### src/rtl/core/npef_pkg.sv
// ----------------------------------------------------------------------------
// npef_pkg
// shared types and constants of the nearest polygon edge finder
// ----------------------------------------------------------------------------
`default_nettype none

package npef_pkg;

  localparam int MAX_VERTICES_DEF = 64;
  localparam int COORD_BITS_DEF   = 16;
  localparam int VCOUNT_BITS      = 7;
  localparam int INDEX_BITS       = 6;
  localparam int VCOUNT_MIN       = 3;
  localparam logic [VCOUNT_BITS-1:0] VCOUNT_RESET = 7'd3;

  localparam logic OP_WRITE = 1'b0;
  localparam logic OP_QUERY = 1'b1;

  typedef enum logic [3:0] {
    S_IDLE,
    S_RDA,
    S_RDB,
    S_LDB,
    S_DIFF,
    S_PAIR,
    S_STORE,
    S_CMP,
    S_LIMB,
    S_LDONE,
    S_NEXT,
    S_OUT
  } state_t;

  typedef enum logic [2:0] {
    PR_LEN,
    PR_DOTB,
    PR_DOTA,
    PR_PB2,
    PR_PA2,
    PR_CROSS
  } pair_t;

  typedef enum logic {
    MD_SQ,
    MD_CMP
  } mode_t;

endpackage

`default_nettype wire

### src/rtl/core/npef_ram.sv
// ----------------------------------------------------------------------------
// npef_ram
// generic single write port ram with one registered read port
// ----------------------------------------------------------------------------
`default_nettype none

module npef_ram #(
  parameter int WIDTH = 32,
  parameter int DEPTH = 64
) (
  input  wire logic                     clk,
  input  wire logic                     we,
  input  wire logic [$clog2(DEPTH)-1:0] waddr,
  input  wire logic [WIDTH-1:0]         wdata,
  input  wire logic [$clog2(DEPTH)-1:0] raddr,
  output      logic [WIDTH-1:0]         rdata
);

  logic [WIDTH-1:0] mem [DEPTH];

  always_ff @(posedge clk) begin
    if (we) begin
      mem[waddr] <= wdata;
    end
    rdata <= mem[raddr];
  end

endmodule

`default_nettype wire

### src/rtl/core/nearest_polygon_edge_finder.sv
// ----------------------------------------------------------------------------
// nearest_polygon_edge_finder
// vertex table plus nearest edge search for a query point
// ----------------------------------------------------------------------------
// A write item (op 0) stores one vertex. A query item (op 1) walks the
// closing edge and then every other edge once, using one shared signed
// multiplier and one wide accumulator under a sequencer; the result is the
// insertion index after the nearest edge, with the vertex count meaning the
// closing edge. For each edge the sequencer loads the vertex and forms the
// differences, forms the three dot products, then an endpoint distance or
// the squared cross product, then the exact cross-multiplied compare done
// in limbs on the multiplier where needed, and steps to the next edge. A
// query is accepted, reads two table entries, runs these steps per edge and
// then presents the result; the block takes no item until the result is
// taken. Unwritten vertex slots read as undefined values.
// ----------------------------------------------------------------------------
`default_nettype none

module nearest_polygon_edge_finder #(
  parameter int MAX_VERTICES = npef_pkg::MAX_VERTICES_DEF,
  parameter int COORD_BITS   = npef_pkg::COORD_BITS_DEF
) (
  input  wire logic                          clk,
  input  wire logic                          rst_n,
  input  wire logic                          in_valid,
  output      logic                          in_ready,
  input  wire logic                          in_op,
  input  wire logic [npef_pkg::INDEX_BITS-1:0] in_vertex_index,
  input  wire logic signed [COORD_BITS-1:0]  in_x,
  input  wire logic signed [COORD_BITS-1:0]  in_y,
  output      logic                          out_valid,
  input  wire logic                          out_ready,
  output      logic [npef_pkg::VCOUNT_BITS-1:0] out_insert_index,
  input  wire logic                          cfg_valid,
  output      logic                          cfg_ready,
  input  wire logic [npef_pkg::VCOUNT_BITS-1:0] cfg_data
);
  import npef_pkg::*;

  localparam int C     = COORD_BITS;
  localparam int D     = C + 1;
  localparam int H     = C + 1;
  localparam int M     = C + 2;
  localparam int P     = 2 * M;
  localparam int ACC_W = 6 * H + 1;
  localparam int AW    = $clog2(MAX_VERTICES);
  localparam int NB    = $clog2(MAX_VERTICES + 1);
  localparam int NW    = (NB > VCOUNT_BITS) ? NB : VCOUNT_BITS;

  state_t state_r, state_nxt;
  logic [VCOUNT_BITS-1:0] vc_r, vc_nxt;
  logic signed [C-1:0] px_r, px_nxt, py_r, py_nxt;
  logic signed [C-1:0] ax_r, ax_nxt, ay_r, ay_nxt, bx_r, bx_nxt, by_r, by_nxt;
  logic signed [D-1:0] abx_r, abx_nxt, aby_r, aby_nxt;
  logic signed [D-1:0] pbx_r, pbx_nxt, pby_r, pby_nxt;
  logic signed [D-1:0] pax_r, pax_nxt, pay_r, pay_nxt;
  logic [NW-1:0] n_r, n_nxt, k_r, k_nxt, best_idx_r, best_idx_nxt;
  logic first_r, first_nxt;
  logic signed [P-1:0] p_r;
  logic signed [ACC_W-1:0] acc_r, acc_nxt;
  pair_t pr_r, pr_nxt;
  logic [1:0] t_r, t_nxt;
  logic [2*H-1:0] len_r, len_nxt, mag_r, mag_nxt;
  logic lenz_r, lenz_nxt, dotb_r, dotb_nxt;
  logic [4*H-1:0] cur_num_r, cur_num_nxt, best_num_r, best_num_nxt;
  logic [2*H-1:0] cur_den_r, cur_den_nxt, best_den_r, best_den_nxt;
  logic cur_inf_r, cur_inf_nxt, best_inf_r, best_inf_nxt;
  mode_t mode_r, mode_nxt;
  logic [4:0] cnt_r, cnt_nxt;
  logic pv_r, pv_nxt, pneg_r, pneg_nxt;
  logic [2:0] psh_r, psh_nxt;

  logic signed [M-1:0] mul_a, mul_b;
  logic signed [P-1:0] mul_p;
  logic acc_we, acc_from_zero, acc_neg;
  logic signed [ACC_W-1:0] acc_add, acc_base, acc_sum;

  logic ram_we;
  logic [AW-1:0] ram_waddr, ram_raddr;
  logic [2*C-1:0] ram_rdata;
  logic signed [C-1:0] rd_x, rd_y;
  logic [NW-1:0] idx_n, vc_n, nm1, kn;
  logic [4*H-1:0] xv;
  logic [2*H-1:0] yv;
  logic [1:0] xi;
  logic yj;
  logic [4:0] total;
  logic [H-1:0] limb_x, limb_y;
  logic signed [ACC_W-1:0] acc_abs;

  assign in_ready         = (state_r == S_IDLE);
  assign out_valid        = (state_r == S_OUT);
  assign out_insert_index = best_idx_r[VCOUNT_BITS-1:0];
  assign cfg_ready        = 1'b1;

  assign idx_n     = NW'(in_vertex_index);
  assign ram_we    = in_valid && in_ready && (in_op == OP_WRITE) &&
                     (idx_n < NW'(MAX_VERTICES));
  assign ram_waddr = idx_n[AW-1:0];
  assign rd_x      = ram_rdata[2*C-1:C];
  assign rd_y      = ram_rdata[C-1:0];
  assign vc_n      = NW'(vc_r);
  assign nm1       = n_r - NW'(1);
  assign kn        = k_r + NW'(1);

  npef_ram #(
    .WIDTH(2 * C),
    .DEPTH(MAX_VERTICES)
  ) u_vtx_ram (
    .clk  (clk),
    .we   (ram_we),
    .waddr(ram_waddr),
    .wdata({in_x, in_y}),
    .raddr(ram_raddr),
    .rdata(ram_rdata)
  );

  // shared arithmetic unit
  assign mul_p    = mul_a * mul_b;
  assign acc_base = acc_from_zero ? '0 : acc_r;
  assign acc_sum  = acc_base + (acc_neg ? -acc_add : acc_add);
  assign acc_abs  = acc_r[ACC_W-1] ? -acc_r : acc_r;

  // limb selection for the wide products
  assign xi    = cnt_r[2:1];
  assign yj    = cnt_r[0];
  assign total = (mode_r == MD_SQ) ? 5'd8 : 5'd16;
  always_comb begin
    if (mode_r == MD_SQ) begin
      xv = {{(2*H){1'b0}}, mag_r};
      yv = mag_r;
    end else if (!cnt_r[3]) begin
      xv = cur_num_r;
      yv = best_den_r;
    end else begin
      xv = best_num_r;
      yv = cur_den_r;
    end
  end
  assign limb_x = xv[xi*H +: H];
  assign limb_y = yv[yj*H +: H];

  always_comb begin
    state_nxt    = state_r;
    vc_nxt       = vc_r;
    px_nxt       = px_r;
    py_nxt       = py_r;
    ax_nxt       = ax_r;
    ay_nxt       = ay_r;
    bx_nxt       = bx_r;
    by_nxt       = by_r;
    abx_nxt      = abx_r;
    aby_nxt      = aby_r;
    pbx_nxt      = pbx_r;
    pby_nxt      = pby_r;
    pax_nxt      = pax_r;
    pay_nxt      = pay_r;
    n_nxt        = n_r;
    k_nxt        = k_r;
    best_idx_nxt = best_idx_r;
    first_nxt    = first_r;
    pr_nxt       = pr_r;
    t_nxt        = t_r;
    len_nxt      = len_r;
    mag_nxt      = mag_r;
    lenz_nxt     = lenz_r;
    dotb_nxt     = dotb_r;
    cur_num_nxt  = cur_num_r;
    cur_den_nxt  = cur_den_r;
    cur_inf_nxt  = cur_inf_r;
    best_num_nxt = best_num_r;
    best_den_nxt = best_den_r;
    best_inf_nxt = best_inf_r;
    mode_nxt     = mode_r;
    cnt_nxt      = cnt_r;
    pv_nxt       = 1'b0;
    pneg_nxt     = pneg_r;
    psh_nxt      = psh_r;
    acc_nxt      = acc_r;
    mul_a        = '0;
    mul_b        = '0;
    acc_we       = 1'b0;
    acc_from_zero = 1'b0;
    acc_neg      = 1'b0;
    acc_add      = '0;
    ram_raddr    = '0;

    if (cfg_valid && cfg_ready) begin
      vc_nxt = cfg_data;
    end

    case (state_r)
      S_IDLE: begin
        if (in_valid && in_op == OP_QUERY) begin
          px_nxt    = in_x;
          py_nxt    = in_y;
          first_nxt = 1'b1;
          k_nxt     = '0;
          if (vc_n < NW'(VCOUNT_MIN)) begin
            n_nxt = NW'(VCOUNT_MIN);
          end else if (vc_n > NW'(MAX_VERTICES)) begin
            n_nxt = NW'(MAX_VERTICES);
          end else begin
            n_nxt = vc_n;
          end
          state_nxt = S_RDA;
        end
      end
      S_RDA: begin
        ram_raddr = nm1[AW-1:0];
        state_nxt = S_RDB;
      end
      S_RDB: begin
        ax_nxt    = rd_x;
        ay_nxt    = rd_y;
        ram_raddr = '0;
        state_nxt = S_LDB;
      end
      S_LDB: begin
        bx_nxt    = rd_x;
        by_nxt    = rd_y;
        state_nxt = S_DIFF;
      end
      S_DIFF: begin
        abx_nxt   = D'(bx_r) - D'(ax_r);
        aby_nxt   = D'(by_r) - D'(ay_r);
        pbx_nxt   = D'(px_r) - D'(bx_r);
        pby_nxt   = D'(py_r) - D'(by_r);
        pax_nxt   = D'(px_r) - D'(ax_r);
        pay_nxt   = D'(py_r) - D'(ay_r);
        pr_nxt    = PR_LEN;
        t_nxt     = 2'd0;
        state_nxt = S_PAIR;
      end
      S_PAIR: begin
        case (pr_r)
          PR_LEN: begin
            mul_a = (t_r == 2'd0) ? M'(abx_r) : M'(aby_r);
            mul_b = mul_a;
          end
          PR_DOTB: begin
            mul_a = (t_r == 2'd0) ? M'(abx_r) : M'(aby_r);
            mul_b = (t_r == 2'd0) ? M'(pbx_r) : M'(pby_r);
          end
          PR_DOTA: begin
            mul_a = (t_r == 2'd0) ? M'(abx_r) : M'(aby_r);
            mul_b = (t_r == 2'd0) ? M'(pax_r) : M'(pay_r);
          end
          PR_PB2: begin
            mul_a = (t_r == 2'd0) ? M'(pbx_r) : M'(pby_r);
            mul_b = mul_a;
          end
          PR_PA2: begin
            mul_a = (t_r == 2'd0) ? M'(pax_r) : M'(pay_r);
            mul_b = mul_a;
          end
          PR_CROSS: begin
            mul_a = (t_r == 2'd0) ? M'(abx_r) : M'(aby_r);
            mul_b = (t_r == 2'd0) ? M'(pay_r) : M'(pax_r);
          end
          default: begin
            mul_a = '0;
            mul_b = '0;
          end
        endcase
        acc_add = ACC_W'(p_r);
        case (t_r)
          2'd0: begin
            t_nxt = 2'd1;
          end
          2'd1: begin
            acc_we        = 1'b1;
            acc_from_zero = 1'b1;
            t_nxt         = 2'd2;
          end
          default: begin
            acc_we    = 1'b1;
            acc_neg   = (pr_r == PR_CROSS);
            t_nxt     = 2'd0;
            state_nxt = S_STORE;
          end
        endcase
      end
      S_STORE: begin
        case (pr_r)
          PR_LEN: begin
            len_nxt   = acc_r[2*H-1:0];
            lenz_nxt  = (acc_r == '0);
            pr_nxt    = PR_DOTB;
            state_nxt = S_PAIR;
          end
          PR_DOTB: begin
            dotb_nxt  = !acc_r[ACC_W-1] && (acc_r != '0);
            pr_nxt    = PR_DOTA;
            state_nxt = S_PAIR;
          end
          PR_DOTA: begin
            if (lenz_r) begin
              cur_inf_nxt = 1'b1;
              state_nxt   = S_CMP;
            end else if (dotb_r) begin
              pr_nxt    = PR_PB2;
              state_nxt = S_PAIR;
            end else if (acc_r[ACC_W-1]) begin
              pr_nxt    = PR_PA2;
              state_nxt = S_PAIR;
            end else begin
              pr_nxt    = PR_CROSS;
              state_nxt = S_PAIR;
            end
          end
          PR_CROSS: begin
            mag_nxt       = acc_abs[2*H-1:0];
            mode_nxt      = MD_SQ;
            cnt_nxt       = '0;
            acc_we        = 1'b1;
            acc_from_zero = 1'b1;
            state_nxt     = S_LIMB;
          end
          default: begin
            cur_num_nxt = (4*H)'(acc_r[2*H-1:0]);
            cur_den_nxt = (2*H)'(1);
            cur_inf_nxt = 1'b0;
            state_nxt   = S_CMP;
          end
        endcase
      end
      S_CMP: begin
        if (first_r || (best_inf_r && !cur_inf_r)) begin
          best_num_nxt = cur_num_r;
          best_den_nxt = cur_den_r;
          best_inf_nxt = cur_inf_r;
          best_idx_nxt = first_r ? n_r : k_r;
          state_nxt    = S_NEXT;
        end else if (cur_inf_r) begin
          state_nxt = S_NEXT;
        end else begin
          mode_nxt      = MD_CMP;
          cnt_nxt       = '0;
          acc_we        = 1'b1;
          acc_from_zero = 1'b1;
          state_nxt     = S_LIMB;
        end
      end
      S_LIMB: begin
        mul_a   = $signed({1'b0, limb_x});
        mul_b   = $signed({1'b0, limb_y});
        acc_add = ACC_W'(p_r) <<< (psh_r * H);
        acc_neg = pneg_r;
        acc_we  = pv_r;
        if (cnt_r < total) begin
          pv_nxt   = 1'b1;
          psh_nxt  = {1'b0, xi} + {2'b00, yj};
          pneg_nxt = cnt_r[3];
          cnt_nxt  = cnt_r + 5'd1;
        end else begin
          state_nxt = S_LDONE;
        end
      end
      S_LDONE: begin
        if (mode_r == MD_SQ) begin
          cur_num_nxt = acc_r[4*H-1:0];
          cur_den_nxt = len_r;
          cur_inf_nxt = 1'b0;
          state_nxt   = S_CMP;
        end else begin
          if (acc_r[ACC_W-1]) begin
            best_num_nxt = cur_num_r;
            best_den_nxt = cur_den_r;
            best_inf_nxt = 1'b0;
            best_idx_nxt = k_r;
          end
          state_nxt = S_NEXT;
        end
      end
      S_NEXT: begin
        ram_raddr = kn[AW-1:0];
        if (kn < n_r) begin
          k_nxt     = kn;
          first_nxt = 1'b0;
          ax_nxt    = bx_r;
          ay_nxt    = by_r;
          state_nxt = S_LDB;
        end else begin
          state_nxt = S_OUT;
        end
      end
      S_OUT: begin
        if (out_ready) begin
          state_nxt = S_IDLE;
        end
      end
      default: begin
        state_nxt = S_IDLE;
      end
    endcase

    if (acc_we) begin
      acc_nxt = acc_sum;
    end
  end

  always_ff @(posedge clk) begin
    if (!rst_n) begin
      state_r <= S_IDLE;
      vc_r    <= VCOUNT_RESET;
      pv_r    <= 1'b0;
    end else begin
      state_r <= state_nxt;
      vc_r    <= vc_nxt;
      pv_r    <= pv_nxt;
    end
  end

  always_ff @(posedge clk) begin
    px_r       <= px_nxt;
    py_r       <= py_nxt;
    ax_r       <= ax_nxt;
    ay_r       <= ay_nxt;
    bx_r       <= bx_nxt;
    by_r       <= by_nxt;
    abx_r      <= abx_nxt;
    aby_r      <= aby_nxt;
    pbx_r      <= pbx_nxt;
    pby_r      <= pby_nxt;
    pax_r      <= pax_nxt;
    pay_r      <= pay_nxt;
    n_r        <= n_nxt;
    k_r        <= k_nxt;
    best_idx_r <= best_idx_nxt;
    first_r    <= first_nxt;
    p_r        <= mul_p;
    acc_r      <= acc_nxt;
    pr_r       <= pr_nxt;
    t_r        <= t_nxt;
    len_r      <= len_nxt;
    mag_r      <= mag_nxt;
    lenz_r     <= lenz_nxt;
    dotb_r     <= dotb_nxt;
    cur_num_r  <= cur_num_nxt;
    cur_den_r  <= cur_den_nxt;
    cur_inf_r  <= cur_inf_nxt;
    best_num_r <= best_num_nxt;
    best_den_r <= best_den_nxt;
    best_inf_r <= best_inf_nxt;
    mode_r     <= mode_nxt;
    cnt_r      <= cnt_nxt;
    pneg_r     <= pneg_nxt;
    psh_r      <= psh_nxt;
  end

  a_no_overlap: assert property (@(posedge clk) disable iff (!rst_n)
    !(in_ready && out_valid))
    else $error("input and result side open together");

  a_pv_in_limb: assert property (@(posedge clk) disable iff (!rst_n)
    pv_r |-> $past(state_r) == S_LIMB)
    else $error("partial product pending outside limb phase");

  a_n_range: assert property (@(posedge clk) disable iff (!rst_n)
    (state_r != S_IDLE) |-> (n_r >= NW'(VCOUNT_MIN)) && (n_r <= NW'(MAX_VERTICES)))
    else $error("vertex count out of range during query");

  a_k_range: assert property (@(posedge clk) disable iff (!rst_n)
    (state_r == S_NEXT) |-> (k_r < n_r))
    else $error("edge counter past vertex count");

  a_idx_range: assert property (@(posedge clk) disable iff (!rst_n)
    out_valid |-> (best_idx_r != '0) && (best_idx_r <= n_r))
    else $error("insert index out of range");

endmodule

`default_nettype wire

### config.mk
export PLATFORM = sky130hd
export DESIGN_NAME = nearest_polygon_edge_finder
export DESIGN_NICKNAME = d
export VERILOG_FILES = /design/src/rtl/core/npef_pkg.sv /design/src/rtl/core/npef_ram.sv /design/src/rtl/core/nearest_polygon_edge_finder.sv
export SDC_FILE = /design/constraint.sdc
export NUM_CORES = 2
export LEC_CHECK = 0
export ABC_CLOCK_PERIOD_IN_PS = 22100
export BUFFER_PORTS_ARGS = -buffer_cell sky130_fd_sc_hd__buf_2
export CAP_MARGIN = 20
export CORE_ASPECT_RATIO = 1.2
export CORE_MARGIN = 10
export CORE_UTILIZATION = 45
export DETAILED_ROUTE_END_ITERATION = 12
export PLACE_DENSITY = 0.62
export SLEW_MARGIN = 20
export SYNTH_ARGS = -nofsm -noshare
export SYNTH_HDL_FRONTEND = slang
export SYNTH_SLANG_ARGS = --single-unit
### constraint.sdc
create_clock -name clk -period 22.1 [get_ports clk]
set_clock_uncertainty 0.2 [all_clocks]
set_input_delay 0 -clock clk [delete_from_list [all_inputs] [get_ports clk]]
set_output_delay 0 -clock clk [all_outputs]
set_load 0.03 [all_outputs]
Word level (Yosys, flattened, before mapping)
Memory sizes are Yosys's and may differ from the RTL's. A register that Yosys moved wholly into a read port is not among the register bits.
Index checks and enable logic that the tools add are counted.
{ "classes": {"add_sub_neg": 13, "mul": 4, "magnitude_cmp": 5, "eq_ne": 35, "n_shift": 3, "mux": 95, "bitwise": 1, "reduce_logical": 44} }
{ "op_table": {"columns": ["op", "count"], "rows": [
  ["$mux 68", 7],
  ["$mux 34", 8],
  ["$pmux 68 s2", 2],
  ["$mux 103", 2],
  ["$pmux 103 s2", 1],
  ["$pmux 34 s2", 2],
  ["$add 103x103->103", 1],
  ["$logic_not 103->1", 1],
  ["$neg 103->103", 1],
  ["$reduce_bool 103->1", 1],
  ["$sshl 36x8->103", 1],
  ["$sub 16x16->17", 6],
  ["$mux 18", 4],
  ["$pmux 18 s2", 2],
  ["$pmux 18 s4", 1],
  ["$shiftx 68x8->17", 1],
  ["$pmux 16 s2", 2],
  ["$pmux 18 s3", 1],
  ["$mux 7", 7],
  ["$pmux 4 s12", 1],
  ["$mul 18x18->36", 1],
  ["$neg 34->34", 1],
  ["$shiftx 34x7->17", 1],
  ["$mux 16", 2],
  ["other kinds (55)", 143]
]} }
{ "totals": {"reg_bits": 662, "ramBits": 2048, "in_bits": 51, "out_inout_bits": 10, "word_cells": 239, "mem_count": 1} }
{ "mem_list": {"columns": ["name", "depth", "word_bits", "read_ports", "rd_ports_with_merged_regs", "wr", "line", "text"], "rows": [
  ["u_vtx_ram.mem", 64, 32, 1, 1, 1, "npef_ram.sv:19", "logic [WIDTH-1:0] mem [DEPTH];"]
]} }

Depth between registers and ports, before layout
{ "logic_depth": {"depth_word": 7, "ltp_mapped": 36} }

Cells and area by module
Synthesis repeated with hierarchy kept, for this count alone.
{ "unflattened": {"hier_cells": 9169, "hier_area_um2": 133812.1} }
{ "modules_own_cells": {"columns": ["module", "n_inst", "cells_per_inst", "area_per_inst_um2"], "rows": [
  ["npef_ram", 1, 3511, 79039.6],
  ["nearest_polygon_edge_finder", 1, 5658, 54772.5]
]} }

Least setup slack after synthesis
OpenSTA, ideal clock, no wires.
{ "synth_timing": {"kind": "register to register", "startpoint": "reg state_r[0]", "endpoint": "reg best_den_r[0] (enable)", "setup_ns": 0.731, "arrival_time_ns": 8.817, "setup_slack_ns": 12.353, "stages_incl_launch_ff": 7, "path_buffers": 2, "path_cell_list": "dfxtp_1 clkbuf_1 clkbuf_1 nand2_1 inv_1 nand2_1 o21ai_0"} }
{ "synth_between": {"elab_chain_cells": 3, "elab_cells_between_ends": 7, "classes_between": "5 x eq/ne; 2 x reduce/logical"} }
{ "synth_lines": {"columns": ["item", "line", "text"], "rows": [
  ["start: declaration", "nearest_polygon_edge_finder.sv:50", "state_t state_r, state_nxt;"],
  ["start signal: assignment", "nearest_polygon_edge_finder.sv:409", "state_r <= state_nxt;"],
  ["$eq 4x3->1 / $eq 4x4->1 (equally long branches)", "nearest_polygon_edge_finder.sv:192", "case (state_r)"],
  ["$ne 2x2->1 (no source line) / $reduce_bool 2->1 (equally long branches)", null, null],
  ["$reduce_and 4->1 (no source line) (*)", null, null],
  ["end signal: assignment", "nearest_polygon_edge_finder.sv:444", "best_den_r <= best_den_nxt;"],
  ["end: declaration", "nearest_polygon_edge_finder.sv:66", "logic [2*H-1:0] cur_den_r, cur_den_nxt, best_den_r, best_den_nxt;"]
]} }
Every way passes the cells marked *; elsewhere a longest branch is shown, timed or not.
A chain may end at the register's enable or synchronous reset.

Worst setup path after layout
{ "layout_timing": {"startpoint": "reg cnt_r[3]", "endpoint": "reg p_r[33]"} }
{ "layout_between": {"elab_chain_cells": 5, "elab_cells_between_ends": 9, "classes_between": "1 x mul; 2 x shift; 6 x mux"} }
{ "layout_lines": {"columns": ["item", "line", "text"], "rows": [
  ["start: declaration", "nearest_polygon_edge_finder.sv:69", "logic [4:0] cnt_r, cnt_nxt;"],
  ["start signal: assignment", "nearest_polygon_edge_finder.sv:447", "cnt_r <= cnt_nxt;"],
  ["$mux 68 / $mux 34 (equally long branches)", "nearest_polygon_edge_finder.sv:132", "end else if (!cnt_r[3]) begin"],
  ["$mux 68 / $mux 34 (equally long branches)", "nearest_polygon_edge_finder.sv:129", "if (mode_r == MD_SQ) begin"],
  ["$shiftx 68x8->17 / $shiftx 34x7->17 (equally long branches)", "nearest_polygon_edge_finder.sv:140, nearest_polygon_edge_finder.sv:141", null],
  ["$pmux 18 s2", "nearest_polygon_edge_finder.sv:192", null],
  ["$mul 18x18->36 (*)", "nearest_polygon_edge_finder.sv:119", "assign mul_p = mul_a * mul_b;"],
  ["named net mul_p[33]", "nearest_polygon_edge_finder.sv:74", "logic signed [P-1:0] mul_p;"],
  ["end signal: assignment", "nearest_polygon_edge_finder.sv:432", "p_r <= mul_p;"],
  ["end: declaration", "nearest_polygon_edge_finder.sv:59", "logic signed [P-1:0] p_r;"]
]} }
Mark *: on every way through the listed nets, which the timed path passes. The rest lies on a longest branch.

==> flow_metrics.tcl <==
set metrics [dict create \
    outcome "completed" \
    max_freq_mhz 100 \
    cp_data_required_time_ns 22.71 \
    path_max_fanout 47 \
    routed_wl_mm 401 \
    dominantRegCellSynth "edfxtp_1" \
    grt_start_max_net_pins 106 \
    final-hold-violation-count 0 \
    max_cap_viol_count 0 \
    critPathSlowestCell "buf_4" \
    startpoint_type "register" \
    clk_latency_ns 0.89 \
    finalCritPeriodShare_pct 45.1 \
    muxShareOfSynthArea_pct 11.2 \
    yosysSeqAreaShare_pct 60.8 \
    htreeDepth 5 \
    r2r-start "cnt_r[3]$_SDFFCE_PN0P_" \
    overflow 0 \
    critPathKind "reg2reg" \
    ios 61 \
    power.density_mw_per_mm2 76.7 \
    reg2reg_slack_ns 12.13 \
    ff2ff_path_depth 30 \
    ys_types 94 \
    routabilityCongestion 0.954 \
    synthMostInstantiatedCell "edfxtp_1" \
    finalMaxSlewViolations 0 \
    ir_drop_v 0.0000681 \
    synth-compound-area-share_pct 7.32 \
    rsz0062_at_grt "no" \
    firstDrtPassIters 6 \
    synthToLayoutAreaGrowth_pct 12.3 \
    setup_viol 0 \
    antenna_found_initial 18 \
    yosys.area_share.xor_xnor_pct 2.10 \
    rows 219 \
    die_x_um 518 \
    syn_area_sq_mm 0.134 \
    track_usage_pct 24.4 \
    synth_edf_count 2662 \
    synthTopCellsByCount "edfxtp_1, nand2_1, inv_1" \
    worst_pin_slew_ns 1.21 \
    fin_hold_ws_ns 0.0522 \
    grt_pass1_wl_mm 584 \
    max_slew_margin_pct 18.7 \
    port_buffers 59 \
    dieArea_sq_mm 0.320 \
    synth.area.top_cells "edfxtp_1, mux4_2, fa_1" \
    critical_path.top_delay_family "compound AO/OA/AOI/OAI gates" \
    cp_num_buf_inv 8 \
    leakage_uw 0.0521 \
    seqCellArea_sq_mm 0.0815 \
    cp-end-kind "register" \
    fillers 24900 \
    vias 81700 \
    start_util_pct 45.2 \
    nets 10100 \
    synthCells 9252 \
    multiInputGateArea_sq_mm 0.0491 \
    synth_top_area_share_pct 59.6 \
    core-area_sq_mm 0.296 \
    syn_avg_cell_area_sq_um 14.5 \
    numCtsBuffers 292 \
    stdcell_count 13600 \
    numClockSinks 2742 \
    final_cell_area_sq_mm 0.151 \
    syn_nets 9943 \
    cts_root_buffer "clkbuf_16" \
    crit_top_cell "inv_1" \
    hold_path_end "state_r[2]$_SDFFE_PN0P_" \
    synth-simple-area-share_pct 7.49 \
    r2r-end "p_r[33]$_DFF_P_" \
    drc_errors 0 \
    drt-initial-drc-count 8116 \
    cts.clk_slew.worst_paths_ns 0.06 \
    holdPathStages 3 \
    grt_pass1_vias 83900 \
    dp_cells 13000 \
    fp.dieH_um 618 \
    cts_buffer_depth 4 \
    synthAdderAreaFrac_pct 7.86 \
    hp-start "rst_n" \
    tritoncts "built" \
    dp_hpwl_mm 265 \
    critPathArrivalTime_ns 10.58 \
    synth_top_area_cell "edfxtp_1" \
    final_layout_size_suffix_gt1_share_pct 15.7 \
    max_stage_delay_ns 0.76 \
    synth_seq_cells 2742 \
    place_area_sq_mm 0.140 \
    hp-class "in2reg" \
    synth_top_family_by_area "multiplexers" \
    vias_per_cell 5.99 \
    wire_per_inst_um 29.4 \
    ant_nets 0 \
    finalCriticalPeriod_ns 9.97 \
    yosys_warnings 0 \
    tns_ns 0 \
    ys_async_sr_fraction_pct 0 \
]
==> worst min-delay path, cell delays in order <==
cell	delay [ns]
dlygate4sd3_1	0.60
buf_2	0.27
nor2b_1	0.18
==> state kept, by name, indices dropped and copies added (netlist names), 32 cells and up <==
register         count
mag_r               34
best_den_r          34
cur_num_r           68
best_num_r          68
cur_den_r           34
len_r               34
u_vtx_ram.rdata     32
acc_r              103
u_vtx_ram.mem     2048
p_r                 36
==> logic make-up after synthesis <==
| family | count (synthesis) |
|---|---|
| other cells | 1 |
| flops | 2742 |
| compound gates | 1528 |
| mux | 769 |
| fa+ha+maj | 640 |
| simple gates | 2137 |
| xor+xnor | 321 |
| buf+inv | 1114 |
==> worst max path at each step <==
stage | startpoint | endpoint | slack, ns | cells after the start
5_1_grt | cnt_r[3]$_SDFFCE_PN0P_ | p_r[33]$_DFF_P_ | 11.66 | 29
6_report | cnt_r[3]$_SDFFCE_PN0P_ | p_r[33]$_DFF_P_ | 12.13 | 30
3_5_place_dp | state_r[2]$_SDFFE_PN0P_ | p_r[33]$_DFF_P_ | 11.99 | 29
4_1_cts | state_r[2]$_SDFFE_PN0P_ | p_r[33]$_DFF_P_ | 11.96 | 29
2_1_floorplan | state_r[0]$_SDFFE_PN0P_ | best_den_r[0]$_DFFE_PP_ | 12.35 | 6
3_3_place_gp | t_r[1]$_SDFFCE_PN0P_ | p_r[33]$_DFF_P_ | 11.82 | 28
==> layer usage <==
layer	GRT usage [%]	wire [um]	share of wire [%]
met5	0	36	0.0090
met1	30.7	153000	38
met3	3.31	24100	6.0
met4	10.5	20200	5.1
met2	42.5	203000	51
==> through the flow <==
step	total power [uW]	worst slack, ns	utilization, %
global placement	6690	11.82	47.2
detailed placement	6710	11.99	47.3
floorplan	6340	12.35	-
CTS	11600	11.96	50.8
finish	11500	12.13	50.8
global route	11900	11.66	50.8
==> cell type report <==
cell class,instances,area share [%]
sequential,2742,54.1
multi-input combinational,5396,32.6
clock buffer,362,5.18
tap,3978,3.31
timing repair buffer,379,2.06
inverter,618,1.54
clock inverter,159,1.14
antenna,9,0.0150
==> report_power, final <==
part | internal [uW] | switching [uW] | leakage, uW
Clock | 2860 | 2080 | 0.00463
Sequential | 5750 | 33.9 | 0.0245
Combinational | 293 | 533 | 0.0230
==> timing repair <==
item	CTS	global route
hold endpoints to repair	2205	0
resized for setup	0	0
hold buffers	79	0
buffers inserted	0	0
==> cells in the final DEF (no fill, tap or decap), types with 81 or more instances in the layout <==
cell type	instances
a31oi_1	94
nor2_1	529
mux4_2	581
nand2_1	709
edfxtp_1	2662
xor2_1	88
a211oi_1	182
xnor2_1	233
nor2b_1	83
ha_1	304
buf_4	227
nand3_1	81
clkbuf_16	299
o21ai_0	305
inv_1	614
fa_1	336
and2_1	316
mux2i_1	143
a21oi_1	401
Power figures use the tool's default switching activity.
